--- config.mk ---
export PLATFORM = sky130hd
export DESIGN_NAME = packet_magic_crc32_validator_unit
export DESIGN_NICKNAME = d
export VERILOG_FILES = /design/src/rtl/pmcv_pkg.sv /design/src/rtl/pmcv_front.sv /design/src/rtl/pmcv_queue.sv /design/src/rtl/pmcv_back.sv /design/src/rtl/packet_magic_crc32_validator_unit.sv
export VERILOG_INCLUDE_DIRS = /design/src /design/src/rtl
export SDC_FILE = /design/constraint.sdc
export NUM_CORES = 1
export LEC_CHECK = 0
export ABC_CLOCK_PERIOD_IN_PS = 6700
export BUFFER_PORTS_ARGS = -buffer_cell sky130_fd_sc_hd__buf_2
export CAP_MARGIN = 10
export CORE_ASPECT_RATIO = 2
export CORE_MARGIN = 3
export CORE_UTILIZATION = 50
export DETAILED_ROUTE_END_ITERATION = 10
export PLACE_DENSITY = 0.72
export SYNTH_ARGS = -nofsm -noshare
export SYNTH_HDL_FRONTEND = slang
export SYNTH_SLANG_ARGS = --single-unit
--- constraint.sdc ---
create_clock -name clk -period 6.7 [get_ports clk]
set_input_delay 0.67 -clock clk [delete_from_list [all_inputs] [get_ports clk]]
set_output_delay 0.67 -clock clk [all_outputs]
set_load 0.03 [all_outputs]
--- src/rtl/packet_magic_crc32_validator_unit_defines.svh ---
// Assertion macros used by the validator top file.
`ifndef PACKET_MAGIC_CRC32_VALIDATOR_UNIT_DEFINES_SVH
`define PACKET_MAGIC_CRC32_VALIDATOR_UNIT_DEFINES_SVH

// Same-cycle implication, disabled while reset is asserted.
`define PMCV_ASSERT_IMPLY(label, clk, rst_n, ante, cons) \
	label: assert property (@(posedge clk) disable iff (!rst_n) (ante) |-> (cons)) \
		else $error("pmcv: same-cycle check failed");

// Next-cycle implication, disabled while reset is asserted.
`define PMCV_ASSERT_NEXT(label, clk, rst_n, ante, cons) \
	label: assert property (@(posedge clk) disable iff (!rst_n) (ante) |=> (cons)) \
		else $error("pmcv: next-cycle check failed");

`endif

--- src/rtl/pmcv_pkg.sv ---
package pmcv_pkg;

	// Verdict codes of one packet.
	typedef enum logic [2:0] {
		V_FWD   = 3'd0,
		V_RADIO = 3'd1,
		V_MAGIC = 3'd2,
		V_CRC   = 3'd3,
		V_LONG  = 3'd4
	} verdict_t;

	// Configuration register indexes.
	localparam logic [1:0] CFG_MAGIC = 2'd0;
	localparam logic [1:0] CFG_MIN   = 2'd1;
	localparam logic [1:0] CFG_SMALL = 2'd2;

	localparam logic [31:0] MAGIC_RESET = 32'h5241_5054;
	localparam logic [7:0]  MIN_RESET   = 8'd12;
	localparam logic [8:0]  SMALL_RESET = 9'd100;

	localparam logic [31:0] CRC_POLY = 32'hEDB8_8320;
	localparam logic [31:0] CRC_INIT = 32'hFFFF_FFFF;

	// Counter slots.
	localparam int NUM_CNT   = 7;
	localparam int CNT_TOTAL = 0;
	localparam int CNT_FWD   = 1;
	localparam int CNT_MAGIC = 2;
	localparam int CNT_CRC   = 3;
	localparam int CNT_RADIO = 4;
	localparam int CNT_SMALL = 5;
	localparam int CNT_LARGE = 6;

	// Classified packet handed from the front to the back.
	typedef struct packed {
		verdict_t    verdict;
		logic [8:0]  length;
		logic        is_small;
	} rec_t;

	// Reflected CRC-32 update over one byte, one bit per step.
	function automatic logic [31:0] crc_byte(input logic [31:0] c, input logic [7:0] b);
		logic [31:0] x;
		x = c ^ {24'd0, b};
		for (int k = 0; k < 8; k++) begin
			x = (x >> 1) ^ (CRC_POLY & {32{x[0]}});
		end
		return x;
	endfunction

endpackage

--- src/rtl/pmcv_front.sv ---
module pmcv_front #(
	parameter int MAX_PACKET_BYTES = 255
) (
	input  logic             clk,
	input  logic             arst_n,
	input  logic             cfg_write,
	input  logic [1:0]       cfg_index,
	input  logic [31:0]      cfg_data,
	input  logic             accept,
	input  logic [7:0]       data_byte,
	input  logic             last_byte,
	input  logic             radio_error,
	output logic             rec_valid,
	output pmcv_pkg::rec_t   rec
);

	localparam int CW = $clog2(MAX_PACKET_BYTES + 2);
	localparam int LW = (CW > 10) ? CW : 10;

	logic [31:0]   magic_q;
	logic [7:0]    min_q;
	logic [8:0]    small_q;
	logic [31:0]   crc_q;
	logic [7:0]    td_q [4];
	logic [CW-1:0] count_q;
	logic          magic_ok_q;

	logic [31:0]   crc_n;
	logic [CW-1:0] count_n;
	logic          magic_ok_n;
	logic [7:0]    want;
	logic          head;
	logic [LW-1:0] len_ext;
	logic [31:0]   trailer;

	// Configuration registers.
	always_ff @(posedge clk or negedge arst_n) begin
		if (!arst_n) begin
			magic_q <= pmcv_pkg::MAGIC_RESET;
			min_q   <= pmcv_pkg::MIN_RESET;
			small_q <= pmcv_pkg::SMALL_RESET;
		end else if (cfg_write) begin
			case (cfg_index)
				pmcv_pkg::CFG_MAGIC: magic_q <= cfg_data;
				pmcv_pkg::CFG_MIN:   min_q   <= cfg_data[7:0];
				pmcv_pkg::CFG_SMALL: small_q <= cfg_data[8:0];
				default: ;
			endcase
		end
	end

	// The first four bytes are compared against the magic, big-endian.
	always_comb begin
		case (count_q[1:0])
			2'd0:    want = magic_q[31:24];
			2'd1:    want = magic_q[23:16];
			2'd2:    want = magic_q[15:8];
			default: want = magic_q[7:0];
		endcase
	end

	assign head = (count_q < CW'(4));

	// Per-byte state update: the CRC runs four bytes behind the input.
	always_comb begin
		magic_ok_n = magic_ok_q;
		crc_n      = crc_q;
		if (head) begin
			magic_ok_n = magic_ok_q & (data_byte == want);
		end else begin
			crc_n = pmcv_pkg::crc_byte(crc_q, td_q[0]);
		end
		if (count_q <= CW'(MAX_PACKET_BYTES)) begin
			count_n = count_q + CW'(1);
		end else begin
			count_n = count_q;
		end
	end

	assign len_ext = LW'(count_n);
	assign trailer = {td_q[1], td_q[2], td_q[3], data_byte};

	// Classify the packet on its last byte.
	always_comb begin
		rec_valid = accept & last_byte;
		if (len_ext > LW'(MAX_PACKET_BYTES)) begin
			rec.verdict = pmcv_pkg::V_LONG;
		end else if (radio_error) begin
			rec.verdict = pmcv_pkg::V_RADIO;
		end else if ((len_ext < LW'(min_q)) || (len_ext < LW'(4)) || !magic_ok_n) begin
			rec.verdict = pmcv_pkg::V_MAGIC;
		end else if (trailer != ~crc_n) begin
			rec.verdict = pmcv_pkg::V_CRC;
		end else begin
			rec.verdict = pmcv_pkg::V_FWD;
		end
		if (len_ext > LW'(256)) begin
			rec.length = 9'd256;
		end else begin
			rec.length = len_ext[8:0];
		end
		rec.is_small = (len_ext < LW'(small_q));
	end

	// Packet state, cleared after every last byte.
	always_ff @(posedge clk or negedge arst_n) begin
		if (!arst_n) begin
			crc_q      <= pmcv_pkg::CRC_INIT;
			count_q    <= '0;
			magic_ok_q <= 1'b1;
		end else if (accept) begin
			if (last_byte) begin
				crc_q      <= pmcv_pkg::CRC_INIT;
				count_q    <= '0;
				magic_ok_q <= 1'b1;
			end else begin
				crc_q      <= crc_n;
				count_q    <= count_n;
				magic_ok_q <= magic_ok_n;
			end
		end
	end

	// Trailer delay line.
	always_ff @(posedge clk) begin
		if (accept) begin
			td_q[0] <= td_q[1];
			td_q[1] <= td_q[2];
			td_q[2] <= td_q[3];
			td_q[3] <= data_byte;
		end
	end

endmodule

--- src/rtl/pmcv_queue.sv ---
module pmcv_queue (
	input  logic             clk,
	input  logic             arst_n,
	input  logic             wr,
	input  pmcv_pkg::rec_t   wr_data,
	input  logic             rd,
	output pmcv_pkg::rec_t   rd_data,
	output logic             full,
	output logic             empty
);

	localparam int DEPTH = 2;
	localparam int AW    = $clog2(DEPTH);

	pmcv_pkg::rec_t mem_q [DEPTH];
	logic [AW-1:0]  wp_q;
	logic [AW-1:0]  rp_q;
	logic [AW:0]    cnt_q;

	assign full    = (cnt_q == (AW + 1)'(DEPTH));
	assign empty   = (cnt_q == '0);
	assign rd_data = mem_q[rp_q];

	// Pointers and fill level.
	always_ff @(posedge clk or negedge arst_n) begin
		if (!arst_n) begin
			wp_q  <= '0;
			rp_q  <= '0;
			cnt_q <= '0;
		end else begin
			if (wr) begin
				wp_q <= (wp_q == AW'(DEPTH - 1)) ? '0 : wp_q + AW'(1);
			end
			if (rd) begin
				rp_q <= (rp_q == AW'(DEPTH - 1)) ? '0 : rp_q + AW'(1);
			end
			if (wr && !rd) begin
				cnt_q <= cnt_q + (AW + 1)'(1);
			end else if (rd && !wr) begin
				cnt_q <= cnt_q - (AW + 1)'(1);
			end
		end
	end

	// Entry storage.
	always_ff @(posedge clk) begin
		if (wr) begin
			mem_q[wp_q] <= wr_data;
		end
	end

endmodule

--- src/rtl/pmcv_back.sv ---
module pmcv_back (
	input  logic             clk,
	input  logic             arst_n,
	input  logic             q_empty,
	input  pmcv_pkg::rec_t   q_data,
	output logic             q_rd,
	input  logic             pop,
	output logic             empty,
	output logic [2:0]       verdict,
	output logic [8:0]       packet_length,
	output logic [31:0]      total_count,
	output logic [31:0]      forwarded_count,
	output logic [31:0]      magic_reject_count,
	output logic [31:0]      crc_reject_count,
	output logic [31:0]      radio_error_count,
	output logic [31:0]      small_count,
	output logic [31:0]      large_count
);

	logic             out_valid_q;
	pmcv_pkg::rec_t   out_q;
	logic [31:0]      cnt_q [pmcv_pkg::NUM_CNT];
	logic [pmcv_pkg::NUM_CNT-1:0] inc;

	// Take the next packet whenever the output register is free or draining.
	assign q_rd  = !q_empty && (!out_valid_q || pop);
	assign empty = !out_valid_q;

	// Which counters this packet bumps.
	always_comb begin
		inc = '0;
		case (q_data.verdict)
			pmcv_pkg::V_FWD: begin
				inc[pmcv_pkg::CNT_TOTAL] = 1'b1;
				inc[pmcv_pkg::CNT_FWD]   = 1'b1;
				inc[pmcv_pkg::CNT_SMALL] = q_data.is_small;
				inc[pmcv_pkg::CNT_LARGE] = !q_data.is_small;
			end
			pmcv_pkg::V_RADIO: begin
				inc[pmcv_pkg::CNT_TOTAL] = 1'b1;
				inc[pmcv_pkg::CNT_RADIO] = 1'b1;
			end
			pmcv_pkg::V_MAGIC: begin
				inc[pmcv_pkg::CNT_TOTAL] = 1'b1;
				inc[pmcv_pkg::CNT_MAGIC] = 1'b1;
			end
			pmcv_pkg::V_CRC: begin
				inc[pmcv_pkg::CNT_TOTAL] = 1'b1;
				inc[pmcv_pkg::CNT_CRC]   = 1'b1;
			end
			default: inc = '0;
		endcase
	end

	// Output register valid flag.
	always_ff @(posedge clk or negedge arst_n) begin
		if (!arst_n) begin
			out_valid_q <= 1'b0;
		end else if (q_rd) begin
			out_valid_q <= 1'b1;
		end else if (pop) begin
			out_valid_q <= 1'b0;
		end
	end

	// Output payload.
	always_ff @(posedge clk) begin
		if (q_rd) begin
			out_q <= q_data;
		end
	end

	// Wrapping packet counters; they change only when a new beat loads.
	always_ff @(posedge clk or negedge arst_n) begin
		if (!arst_n) begin
			for (int i = 0; i < pmcv_pkg::NUM_CNT; i++) begin
				cnt_q[i] <= '0;
			end
		end else if (q_rd) begin
			for (int i = 0; i < pmcv_pkg::NUM_CNT; i++) begin
				cnt_q[i] <= cnt_q[i] + {31'd0, inc[i]};
			end
		end
	end

	assign verdict            = out_q.verdict;
	assign packet_length      = out_q.length;
	assign total_count        = cnt_q[pmcv_pkg::CNT_TOTAL];
	assign forwarded_count    = cnt_q[pmcv_pkg::CNT_FWD];
	assign magic_reject_count = cnt_q[pmcv_pkg::CNT_MAGIC];
	assign crc_reject_count   = cnt_q[pmcv_pkg::CNT_CRC];
	assign radio_error_count  = cnt_q[pmcv_pkg::CNT_RADIO];
	assign small_count        = cnt_q[pmcv_pkg::CNT_SMALL];
	assign large_count        = cnt_q[pmcv_pkg::CNT_LARGE];

endmodule

--- src/rtl/packet_magic_crc32_validator_unit.sv ---
// Takes one packet byte per cycle while full is low; full rises only while the two-entry
// verdict queue is full. An accepted last byte's verdict reaches the result ports via the
// queue write, then the output register; results drain at one per cycle while pop is held.
// The byte-wide CRC step and trailer compare in the front form the combinational byte path.
// Reset clears counters, packet state and queues and loads the register defaults at once.
`include "packet_magic_crc32_validator_unit_defines.svh"

module packet_magic_crc32_validator_unit #(
	parameter int MAX_PACKET_BYTES = 255
) (
	input  logic        clk,
	input  logic        arst_n,
	input  logic        cfg_write,
	input  logic [1:0]  cfg_index,
	input  logic [31:0] cfg_data,
	input  logic        push,
	output logic        full,
	input  logic [7:0]  data_byte,
	input  logic        last_byte,
	input  logic        radio_error,
	output logic        empty,
	input  logic        pop,
	output logic [2:0]  verdict,
	output logic [8:0]  packet_length,
	output logic [31:0] total_count,
	output logic [31:0] forwarded_count,
	output logic [31:0] magic_reject_count,
	output logic [31:0] crc_reject_count,
	output logic [31:0] radio_error_count,
	output logic [31:0] small_count,
	output logic [31:0] large_count
);

	logic           accept;
	logic           rec_valid;
	pmcv_pkg::rec_t rec;
	pmcv_pkg::rec_t q_data;
	logic           q_rd;
	logic           q_empty;

	assign accept = push && !full;

	// Front: byte intake, magic and CRC check, classification.
	pmcv_front #(
		.MAX_PACKET_BYTES(MAX_PACKET_BYTES)
	) u_front (
		.clk        (clk),
		.arst_n     (arst_n),
		.cfg_write  (cfg_write),
		.cfg_index  (cfg_index),
		.cfg_data   (cfg_data),
		.accept     (accept),
		.data_byte  (data_byte),
		.last_byte  (last_byte),
		.radio_error(radio_error),
		.rec_valid  (rec_valid),
		.rec        (rec)
	);

	// Verdict queue between front and back.
	pmcv_queue u_queue (
		.clk    (clk),
		.arst_n (arst_n),
		.wr     (rec_valid),
		.wr_data(rec),
		.rd     (q_rd),
		.rd_data(q_data),
		.full   (full),
		.empty  (q_empty)
	);

	// Back: counters and result register.
	pmcv_back u_back (
		.clk               (clk),
		.arst_n            (arst_n),
		.q_empty           (q_empty),
		.q_data            (q_data),
		.q_rd              (q_rd),
		.pop               (pop),
		.empty             (empty),
		.verdict           (verdict),
		.packet_length     (packet_length),
		.total_count       (total_count),
		.forwarded_count   (forwarded_count),
		.magic_reject_count(magic_reject_count),
		.crc_reject_count  (crc_reject_count),
		.radio_error_count (radio_error_count),
		.small_count       (small_count),
		.large_count       (large_count)
	);

	// A finished packet always lands in the queue.
	`PMCV_ASSERT_NEXT(a_last_queued, clk, arst_n, accept && last_byte, !q_empty)

	// The back never reads an empty queue.
	`PMCV_ASSERT_IMPLY(a_no_underrun, clk, arst_n, q_rd, !q_empty)

	// Forwarded and CRC-rejected packets always carried a complete magic.
	`PMCV_ASSERT_IMPLY(a_len_checked, clk, arst_n,
		!empty && (verdict == pmcv_pkg::V_FWD || verdict == pmcv_pkg::V_CRC),
		packet_length >= 9'd4)

endmodule

==> results of run 1 <==
synth_stat cells, types with 14 or more instances:
| cell type | number |
|---|---|
| o22ai_1 | 15 |
| xnor2_1 | 214 |
| clkbuf_1 | 38 |
| dfstp_2 | 48 |
| xor2_1 | 95 |
| nor2b_1 | 16 |
| nor3_1 | 18 |
| inv_1 | 48 |
| nand4_1 | 70 |
| nand2_1 | 129 |
| dfrtp_1 | 272 |
| a21oi_1 | 47 |
| edfxtp_1 | 70 |
| nand3_1 | 69 |
| and4_1 | 14 |
| mux2_2 | 73 |
| o21ai_0 | 31 |
| nor2_1 | 112 |
| ha_1 | 30 |
| and3_1 | 35 |
worst register-to-register path, delay by kind of cell (launching register included):
kind | cells | cell delay (ns)
simple gates | 9 | 2.41
fa+ha+maj | 1 | 0.20
xor+xnor | 1 | 0.14
flops | 1 | 0.73
mux | 1 | 0.43
area by class of cell:
class / count / area [µm²]
clock inverters: 14 / 169
clock buffers: 52 / 1090
inverters: 49 / 184
fillers: 2995 / 14400
repair buffers: 297 / 1540
well taps: 450 / 563
multi-input cells: 1095 / 7950
flip-flops and latches: 390 / 10200
state kept, by name, indices dropped and copies added, names as in the netlist:
signal / flops
u_back.magic_reject_count: 32
u_back.small_count: 32
u_back.out_valid_q: 1
u_front.small_q: 9
u_front.td_q: 32
u_back.total_count: 32
u_back.packet_length: 9
u_front.count_q: 9
u_queue.wp_q: 1
u_queue.cnt_q: 2
u_front.crc_q: 32
u_back.radio_error_count: 32
u_queue.mem_q: 26
u_back.crc_reject_count: 32
u_front.magic_ok_q: 1
u_back.forwarded_count: 32
u_back.large_count: 32
u_front.magic_q: 32
u_queue.rp_q: 1
u_back.verdict: 3
u_front.min_q: 8
report_power, final:
| part | total, W | leakage, nW | internal (W) | switching, W |
|---|---|---|---|---|
| clock | 0.00218 | 0.618 | 0.00126 | 0.000914 |
| sequential | 0.00326 | 4.81 | 0.00290 | 0.000362 |
| combinational | 0.00419 | 4.77 | 0.00183 | 0.00236 |
path summary, 6_finish.rpt:
| path | start | to | slack [ns] | cells after the start |
|---|---|---|---|---|
| max reg2reg | u_queue.rp_q | u_back.large_count[31] | 2.69 | 12 |
| max in group asynchronous | arst_n | u_back.forwarded_count[3] | 5.06 | 2 |
| max | u_queue.rp_q | u_back.large_count[31] | 2.69 | 12 |
| min | arst_n | u_back.radio_error_count[22] | 0.12 | 1 |
| min in group clk | cfg_data[31] | u_front.magic_q[31] | 0.37 | 2 |
| min reg2reg | u_back.total_count[31] | u_back.total_count[31] | 0.46 | 1 |
per-layer routing:
metal	GRT usage [%]	vias up	routed length (µm)
li1	-	6110	-
met1	23.9	6427	15800
met2	43.7	431	25300
met3	4.55	149	2690
met4	13.5	0	3090
met5	0	-	0
through the flow:
step	hold slack (ns)	area, µm²
6_report	0.123	21700
5_1_grt	0.182	21700
4_1_cts	0.174	21700
3_5_place_dp	0.452	20400
3_3_place_gp	0.452	20400
2_1_floorplan	0.374	18400
kinds of logic after synthesis:
logic type	synth area share (%)
AO/OA/AOI/OAI	5.43
XOR/XNOR	17.4
adder cells (fa/ha/maj)	2.04
buffers and inverters	1.81
flip-flops	55.1
multiplexers	4.89
AND/OR/NAND/NOR	13.3
==> metrics.md, run 1 <==
| Metric | Value |
|---|---|
| Hold Fails Final Rpt | 0 |
| Max VDD drop | 0.317 mV |
| Initial antenna violation count | 0 |
| Clock Skews | 0.00981 ns |
| Vias in the first global route | 13700 |
| Outcome | completed |
| Setup TNS | 0 ns |
| WL per Instance | 20.0 µm |
| Worst-path cell chain | mux2_2 -> nand2b_1 -> or2_2 -> nor2b_1 -> ha_1 -> and3_1 -> nand4_1 -> nor3_1 -> nand4_1 -> nor3_1 -> nand3_1 -> xnor2_1 |
| Core area | 36000 µm² |
| Finished Layout Cells | 2347 |
| Largest net degree at the start of global routing | 157 |
| DR iter-0 viols | 604 |
| Commonest cells after routing, fill and taps aside | 285 x buf_2, 272 x dfrtp_1, 214 x xnor2_1 |
| Worst path top cell family by delay | simple AND/OR/NAND/NOR gates |
| Crit. End Element | flop |
| CTS root buffer | clkbuf_16 |
| Dpl ws | 2.71 ns |
| Post-Syn Instances | 1574 |
| # rows | 98 |
| GR Overflow Total | 0 |
| Fin. max-slew vios | 0 |
| P&R area growth vs syn | 17.5% |
| Seq/Total Area, Yosys | 55.1% |
| Worst min path class | primary input to async pin |
| # resized after CTS | 0 |
| Area contributors post-synth | dfrtp_1 37%, edfxtp_1 11%, xnor2_1 10% |
| DRT Pass-1 Iters | 5 |
| Max FO, Critical Path | 14 |
| Initial Utilization | 51.2% |
| Commonest non-fill, non-tap cell in the layout | buf_2 |
| First-pass GRT wire length | 73900 µm |
| Worst Path Buf+Inv | 0 |
| DIE WIDTH | 142 µm |
| CTS buffer count | 36 |
| Post-route ant nets | 0 |
| Residual DRC | 0 |
| Number of distinct library cells after synthesis | 65 |
| TritonCTS clock tree | done |
| Antenna Cells | 0 |
| GPL Wtd Cong | 0.942 |
| CTS clk-pin slew, worst paths | 0.06 ns |
| Max-capacitance violation count | 0 |
| Warnings, synthesis | 0 |
| Vias | 13100 |
| Hold buffer count at CTS | 0 |
| Fmax | 250 MHz |
| Post-layout util | 60.1% |
| Total GRT Usage | 23.5% |
| Async set or reset register ratio after synthesis | 82.1% |
| Ys flop type | dfrtp_1 |
| Die Y-Extent | 278 µm |
| CP Class | flop to flop |
| Power density over the cells | 445 nW/µm² |
| Crit-path max cell delay | 0.73 ns |
| Placed Cells | 2281 |
| Slew of the pin with the lowest slew margin | 1.04 ns |
| Power Total | 0.00964 W |
| # clock sinks | 390 |
| Synth area leader | dfrtp_1 |
| Seq cells post-synth | 390 |
| Synth top area share | 36.9% |
| Final worst path period need | 4.01 ns |
| CP max stage cell | dfrtp_1 |
| Post-synth EDFFs | 70 |
| PortBufs | 286 |
| Worst EP arrival | 4.42 ns |
| Io pins | 287 |
| Startpoint types | flop |
| Rel. slew slack | 30.1% |
| Final nets | 1948 |
| Endpoints failing setup | 0 |
| Share of cells above drive strength 1 | 26.1% |
| Final WL | 46900 µm |
| Clock latency on the worst-skew pair | 0.53 ns |
| Synth Cell Area | 18400 µm² |
| Avg Vias per Cell | 5.59 |
| Static Leak | 10.2 nW |
| RSZ-0062 raised after global routing | false |
| DIE AREA | 39400 µm² |
| Final worst slack | 2.69 ns |
| Post-CTS Setup Inserts | 0 |
| H-tree level count | 2 |
| Worst endpoint required time | 7.11 ns |
| Synthesized area per cell | 11.7 µm² |
| Post-DP HPWL | 35100 µm |
| Clock buffer depth | 3 |
| Period utilization | 59.8% |
| Synth Net Count | 1653 |
Note: power is estimated with default switching activity, not from simulation.
==> inputs of run 2 (changes only) <==
Settings changed: ABC_AREA set to 1, ABC_CLOCK_PERIOD_IN_PS 6700 to 3200, PLACE_DENSITY 0.72 to 0.74.
Clock period 6.7 ns to 3.2 ns, I/O delays scaled along.
==> metrics.md, run 2 <==
| Metric | Value |
|---|---|
| Power density over the cells | 673 nW/µm² (+51%) |
| Worst endpoint required time | 3.64 ns (-3.47 ns) |
| Final nets | 2799 (+44%) |
| Period utilization | 97.0% (+37 points) |
| TritonCTS clock tree | done |
| Slew of the pin with the lowest slew margin | 1.14 ns (+0.101 ns) |
| Synth area leader | dfrtp_1 |
| Commonest non-fill, non-tap cell in the layout | nand2_1 |
| # clock sinks | 390 (unchanged) |
| Avg Vias per Cell | 5.30 (-5.2%) |
| DR iter-0 viols | 819 (+36%) |
| Clock latency on the worst-skew pair | 0.55 ns (+0.02 ns) |
| Outcome | completed |
| P&R area growth vs syn | 22.4% |
| Vias | 17300 (+32%) |
| Commonest cells post-synth | 682 x nand2_1, 291 x inv_1, 272 x dfrtp_1, 158 x nand3_1, 143 x xor2_1 |
| Setup crit start | u_queue.rp_q |
| Die Y-Extent | 291 µm (+4.9%) |
| Fin. max-slew vios | 0 (unchanged) |
| Async set or reset register ratio after synthesis | 82.1% (unchanged) |
| WL met2 | 31300 µm (+24%) |
| Max FO, Critical Path | 5 (-9) |
| Area contributors post-synth | dfrtp_1 33%, nand2_1 13%, edfxtp_1 10% |
| Worst min path class | primary input to flop |
| Max VDD drop | 0.503 mV (+59%) |
| Power Total | 0.0168 W (+74%) |
| Crit. End Element | flop |
| Fmax | 322 MHz (+29%) |
| Number of distinct library cells after synthesis | 62 (-4.6%) |
| Max Used Layer | met4 |
| DRT Pass-1 Iters | 5 (unchanged) |
| Antenna Cells | 0 (unchanged) |
| Share of cells above drive strength 1 | 24.7% (-1.4 points) |
| Warnings, synthesis | 0 (unchanged) |
| DIE WIDTH | 149 µm (+4.8%) |
| RSZ-0062 raised after global routing | true |
| Setup TNS | 0 ns (unchanged) |
| Post-layout util | 62.6% (+2.5 points) |
| Static Leak | 13.3 nW (+31%) |
| Hold Path Depth | 3 |
| Metal-1 WL | 19200 µm (+21%) |
| CTS buffer count | 36 (unchanged) |
| Endpoints failing setup | 0 (unchanged) |
| Hold_ws | 0.0218 ns (-0.101 ns) |
| Total GRT Usage | 25.8% (+2.3 points) |
| Dpl ws | -0.0471 ns (-2.76 ns) |
| R2R cell count | 22 (+10) |
| Initial antenna violation count | 0 (unchanged) |
| Final worst slack | 0.0949 ns (-2.60 ns) |
| Commonest cells after routing, fill and taps aside | 666 x nand2_1, 287 x inv_1, 285 x buf_2 |
| Post-synth EDFFs | 70 (unchanged) |
| Max-capacitance violation count | 0 (unchanged) |
| Io pins | 287 (unchanged) |
| WL per Instance | 17.6 µm (-12%) |
| Core area | 39800 µm² (+10%) |
| CP Class | flop to flop |
| Post-route ant nets | 0 (unchanged) |
| Post-Syn Instances | 2307 (+47%) |
| Startpoint types | flop |
| DIE AREA | 43300 µm² (+10%) |
| Final WL | 57400 µm (+22%) |
| GR Overflow Total | 0 (unchanged) |
| Hold Fails Final Rpt | 0 (unchanged) |
| Worst EP arrival | 3.55 ns (-0.87 ns) |
| H-tree level count | 2 (unchanged) |
| Vias in the first global route | 17300 (+27%) |
| Synthesized area per cell | 8.82 µm² (-25%) |
| First-pass GRT wire length | 89900 µm (+22%) |
| GPL Wtd Cong | 1.00 (+6.6%) |
| Worst Hold Launch | cfg_data[20] |
| Met3 WL post-DR | 3010 µm (+12%) |
| Post-DP HPWL | 43300 µm (+24%) |
| Synth Net Count | 2386 (+44%) |
| Clock buffer depth | 3 (unchanged) |
| Seq cells post-synth | 390 (unchanged) |
| Initial Utilization | 51.1% (-0.058 points) |
| Rel. slew slack | 23.5% (-6.6 points) |
| Synth Cell Area | 20400 µm² (+10%) |
| Clock Skews | 0.0290 ns (+0.0192 ns) |
| Ys flop type | dfrtp_1 |
| RR Startpoint | u_queue.rp_q |
| Count leader, synth | nand2_1 |
| # rows | 103 (+5.1%) |
| Largest net degree at the start of global routing | 78 (-50%) |
| Final worst path period need | 3.11 ns (-0.902 ns) |
| Seq/Total Area, Yosys | 50.0% (-5.2 points) |
| PortBufs | 286 (unchanged) |
| CTS clk-pin slew, worst paths | 0.07 ns (about the same) |
| Residual DRC | 0 (unchanged) |
| CTS root buffer | clkbuf_16 |
| Synth top area share | 33.4% (-3.5 points) |
[run 2: cell types whose count changed in the layout (fill, tap and decap cells not counted), sizes merged, moves of 20 or more]
cell         delta
a21oi          -20
and3           -31
buf            +92
dlygate4sd3    +20
inv           +252
mux2           -61
nand2         +568
nand3         +106
nand4          -32
nor2           +62
nor3           +38
o21ai          +23
xnor2         -150
xor2           +47
[run 2: per-stage QoR]
stage / cell area, µm² / std cells
floorplan: 20400 / 2307
global placement: 23000 / 3162
detailed placement: 23000 / 3162
CTS: 24500 / 3250
global route: 24900 / 3270
finish: 24900 / 3270
[run 2: kinds of logic after synthesis]
kind of cell,share of synthesized area (%)
multiplexers,0.664
buffers and inverters,6.35
AO/OA/AOI/OAI,4.18
AND/OR/NAND/NOR,27.8
adder cells (fa/ha/maj),1.84
XOR/XNOR,9.16
flip-flops,50.0
[run 2: critical path, stage by stage, from the launching register on]
cell and delay, ns:
dfrtp_1 0.36, inv_2 0.06, or2_4 0.23, o21ai_2 0.07
nand2_1 0.08, nor2_1 0.11, buf_4 0.13, inv_1 0.04
buf_4 0.13, nor2_4 0.12, ha_4 0.17, ha_4 0.14
inv_4 0.04, nor2_8 0.08, nand3_4 0.08, nor2_4 0.13
nand2_2 0.08, nor2_4 0.14, nand4_4 0.12, nor2_4 0.18
nand3_4 0.10, nor4_4 0.21, xor2_1 0.20
[run 2: cell type report]
type | instances | area [µm²]
clock inverter | 14 | 140
inverter | 299 | 1130
sequential | 390 | 10200
multi-input combinational | 1584 | 9260
fill | 3278 | 14900
tap | 525 | 657
clock buffer | 49 | 1050
timing repair buffer | 409 | 2510
[run 2: path summary, 6_finish.rpt]
kind | to | slack (ns)
setup / recovery | u_back.small_count[28] | 0.09
hold / removal | u_front.magic_q[20] | 0.02
setup reg to reg | u_back.small_count[28] | 0.09
hold reg to reg | u_back.total_count[31] | 0.47
max in group asynchronous | u_front.min_q[3] | 1.96
min in group asynchronous | u_back.total_count[29] | 0.33
[run 2: power breakdown]
group	internal (W)	total, W	switching [W]
Sequential	0.00589	0.00637	0.000486
Combinational	0.00194	0.00600	0.00406
Clock	0.00242	0.00439	0.00197
Total	0.0102	0.0168	0.00651
[run 2: what timing repair did]
item | CTS | global route
setup buffers | 5 | 20
pin swaps | 4 | 34
endpoints found under the hold margin | 83 | 0
gates resized for setup | 11 | 77
endpoints found under the setup margin | 12 | 64
hold buffers | 20 | 0
[run 2: per-layer routing]
layer	vias up	track usage [%]
met1	8278	25.5
met2	613	49.8
met4	0	15.2
met5	-	0
li1	8205	-
met3	221	3.57
==> inputs of run 3 (changes only) <==
Settings changed: BUFFER_PORTS_ARGS -buffer_cell sky130_fd_sc_hd__buf_2 to unset, DONT_BUFFER_PORTS set to 1, PLACE_DENSITY 0.74 to 0.68, SYNTH_HIERARCHICAL set to 1.
==> metrics.md, run 3 <==
| Metric | Value |
|---|---|
| Period utilization | 93.1% (-3.9 points) |
| Sw Pwr | 0.00627 W (-3.8%) |
| # rows | 108 (+4.9%) |
| Post-Syn Instances | 2838 (+23%) |
| # clock sinks | 390 (unchanged) |
| Endpoints failing setup | 0 (unchanged) |
| H-tree level count | 2 (unchanged) |
| Worst min path class | primary input to async pin |
| TritonCTS clock tree | done |
| Initial antenna violation count | 0 (unchanged) |
| Share of cells above drive strength 1 | 8.92% (-16 points) |
| DR iter-0 viols | 1221 (+49%) |
| Power density over the cells | 667 nW/µm² (-0.82%) |
| Ys flop type | dfrtp_1 |
| Async set or reset register ratio after synthesis | 82.1% (unchanged) |
| RR Startpoint | u_front/crc_q[6] |
| Clock buffer depth | 3 (unchanged) |
| Hold_ws | -0.531 ns (-0.553 ns) |
| Worst endpoint required time | 3.48 ns (-0.16 ns) |
| Post-synth EDFFs | 70 (unchanged) |
| Clock latency on the worst-skew pair | 0.54 ns (about the same) |
| Final WL | 65700 µm (+14%) |
| CP max stage cell | dfstp_2 |
| Commonest cells post-synth | 1004 x nand2_1, 375 x inv_1, 272 x dfrtp_1, 248 x nor2_1, 233 x nand3_1 |
| Post-CTS Setup Inserts | 0 (-5) |
| Fillers | 4039 (+23%) |
| P&R area growth vs syn | 11.1% |
| Synth Net Count | 2918 (+22%) |
| Finished Layout Cells | 3499 (+7.0%) |
| DIE AREA | 46600 µm² (+7.7%) |
| Dpl ws | 0.265 ns (+0.313 ns) |
| CP Class | flop to flop |
| Rel. slew slack | 46.0% (+22 points) |
| Warnings, synthesis | 6 (+6) |
| Avg Vias per Cell | 5.43 (+2.6%) |
| Setup TNS | 0 ns (unchanged) |
| Setup crit start | u_front/crc_q[6] |
| Failing checks | negative hold slack |
| Initial Utilization | 50.7% (-0.45 points) |
| Sw Share | 38.5% (-0.37 points) |
| Largest net degree at the start of global routing | 321 (+310%) |
| Outcome | finished, violations left |
| Synth area leader | dfrtp_1 |
| Area contributors post-synth | dfrtp_1 31%, nand2_1 17%, edfxtp_1 9.6% |
| Vias in the first global route | 18900 (+8.8%) |
| Post-DP HPWL | 49600 µm (+15%) |
| GPL Wtd Cong | 1.01 (+0.73%) |
| R2R cell count | 20 (-9.1%) |
| Reg power frac | 41.6% (+3.6 points) |
| Static Leak | 12.1 nW (-9.4%) |
| Synth top area share | 31.0% (-2.5 points) |
| CTS clk-pin slew, worst paths | 0.07 ns (about the same) |
| Post-route ant nets | 0 (unchanged) |
| Fin. max-slew vios | 0 (unchanged) |
| Power Total | 0.0163 W (-2.9%) |
| Seq/Total Area, Yosys | 46.3% (-3.7 points) |
| Max FO, Critical Path | 6 (+1) |
| Clock Skews | 0.0189 ns (-0.0100 ns) |
| First-pass GRT wire length | 101000 µm (+12%) |
| Internal power | 0.0100 W (-2.3%) |
| WL per Instance | 18.8 µm (+6.9%) |
| Core area | 43400 µm² (+8.9%) |
| RSZ-0062 raised after global routing | false |
| Worst-path cell chain | inv_1 -> nand2_1 -> nand2_1 -> nand2_1 -> nand2_1 -> buf_4 -> nand2_1 -> nand2_1 -> nand2_1 -> nand2_1 -> nand2_1 -> nand2_1 -> nor2_1 -> nand2_1 -> nor2_1 -> nand2_1 -> nor2_1 -> nand3_1 -> nor2_1 -> nor2_1 |
| Die Y-Extent | 302 µm (+3.8%) |
| Worst EP arrival | 3.26 ns (-0.29 ns) |
| DRT Pass-1 Iters | 6 (+1) |
| CTS buffer count | 38 (+5.6%) |
| Total GRT Usage | 27.3% (+1.4 points) |
| Placed Cells | 3392 (+7.3%) |
| Fmax | 336 MHz (+4.2%) |
| Comb pwr share | 30.8% (-5.0 points) |
| Number of distinct library cells after synthesis | 49 (-21%) |
| Hold Fails Final Rpt | 320 (+320) |
| Crit-path max cell delay | 0.54 ns (+0.18 ns) |
| Commonest non-fill, non-tap cell in the layout | nand2_1 |
| PortBufs | 0 (-100%) |
| Cell mode on critical path | nand2_1 |
| Synthesized area per cell | 7.74 µm² (-12%) |
| Final worst slack | 0.219 ns (+0.125 ns) |
| Residual DRC | 0 (unchanged) |
| Startpoint types | flop |
| Final nets | 3001 (+7.2%) |
| Hold buffer count at CTS | 39 (+95%) |
| Seq cells post-synth | 390 (unchanged) |
| Max-capacitance violation count | 0 (unchanged) |
| Max VDD drop | 0.506 mV (+0.62%) |
| DIE WIDTH | 154 µm (+3.8%) |
| Io pins | 287 (unchanged) |
| Count leader, synth | nand2_1 |
| Clock share of power | 27.6% (+1.4 points) |
| CTS root buffer | clkbuf_16 |
| Crit. End Element | flop |
| Synth Cell Area | 22000 µm² (+8.0%) |
| Slew of the pin with the lowest slew margin | 0.809 ns (-0.336 ns) |
| Vias | 19000 (+9.8%) |
| Commonest cells after routing, fill and taps aside | 1002 x nand2_1, 375 x inv_1, 272 x dfrtp_1 |
| GR Overflow Total | 0 (unchanged) |
| Final worst path period need | 2.98 ns (-0.125 ns) |
[run 3: logic make-up (layout without fill, tap and decap cells)]
| group | count (synthesis) | in the layout | share of synthesized area, % |
|---|---|---|---|
| AO/OA/AOI/OAI | 123 | 123 | 3.52 |
| XOR/XNOR | 145 | 145 | 5.85 |
| adder cells (fa/ha/maj) | 31 | 31 | 1.77 |
| buffers and inverters | 417 | 527 | 7.48 |
| flip-flops | 390 | 390 | 46.3 |
| multiplexers | 22 | 22 | 1.13 |
| other | 0 | 1 | 0 |
| AND/OR/NAND/NOR | 1710 | 1710 | 34.0 |
[run 3: area by class of cell]
cell class,instances,area [µm²],area share [%]
antenna,1,2.50,0.0103
clock buffer,51,1040,4.27
clock inverter,16,171,0.702
inverter,380,1430,5.85
multi-input combinational,2031,10200,41.7
sequential,390,10200,41.7
tap,550,688,2.82
timing repair buffer,80,723,2.96
[run 3: power by group through the flow]
stage | sequential, W | clock (W) | combinational [W]
3_5_place_dp | 0.00686 | 0 | 0.00487
5_1_grt | 0.00685 | 0.00481 | 0.00559
3_3_place_gp | 0.00683 | 0 | 0.00477
4_1_cts | 0.00677 | 0.00464 | 0.00494
6_report | 0.00678 | 0.00449 | 0.00502
2_1_floorplan | 0.00660 | 0 | 0.00345
[run 3: final timing paths]
check | to | slack (ns)
worst max-delay path | u_queue/mem_q[0][11] | 0.22
worst min-delay path | u_back/large_count[29] | -0.53
worst max register to register | u_queue/mem_q[0][11] | 0.22
worst min register to register | u_front/td_q[1][0] | 0.47
max in group asynchronous | u_back/magic_reject_count[28] | 3.12
min in group clk | u_back/out_valid_q | 0.05
[run 3: metal layers]
| metal | vias up | wire [µm] | GRT usage, % |
|---|---|---|---|
| met4 | 0 | 4540 | 16.1 |
| met3 | 212 | 5000 | 7.49 |
| met5 | - | 0 | 0 |
| met2 | 639 | 34700 | 51.4 |
| li1 | 9147 | - | - |
| met1 | 9010 | 21500 | 26.0 |
[run 3: repair_timing]
action	CTS	global route
setup endpoints to repair	0	4
endpoints found under the hold margin	374	320
gates resized for setup	0	3
[run 3: per-stage QoR]
stage / utilization, % / instance area, µm²
floorplan: - / 22000
CTS: 56.2 / 24400
global route: 56.3 / 24400
detailed placement: 52.5 / 22800
global placement: 52.5 / 22800
finish: 56.3 / 24400
[run 3: critical path, delay by kind of cell, from the launching register on]
kind                   cells  cell delay [ns]
buffers and inverters      2             0.33
flip-flops                 1             0.54
AND/OR/NAND/NOR           18             1.86
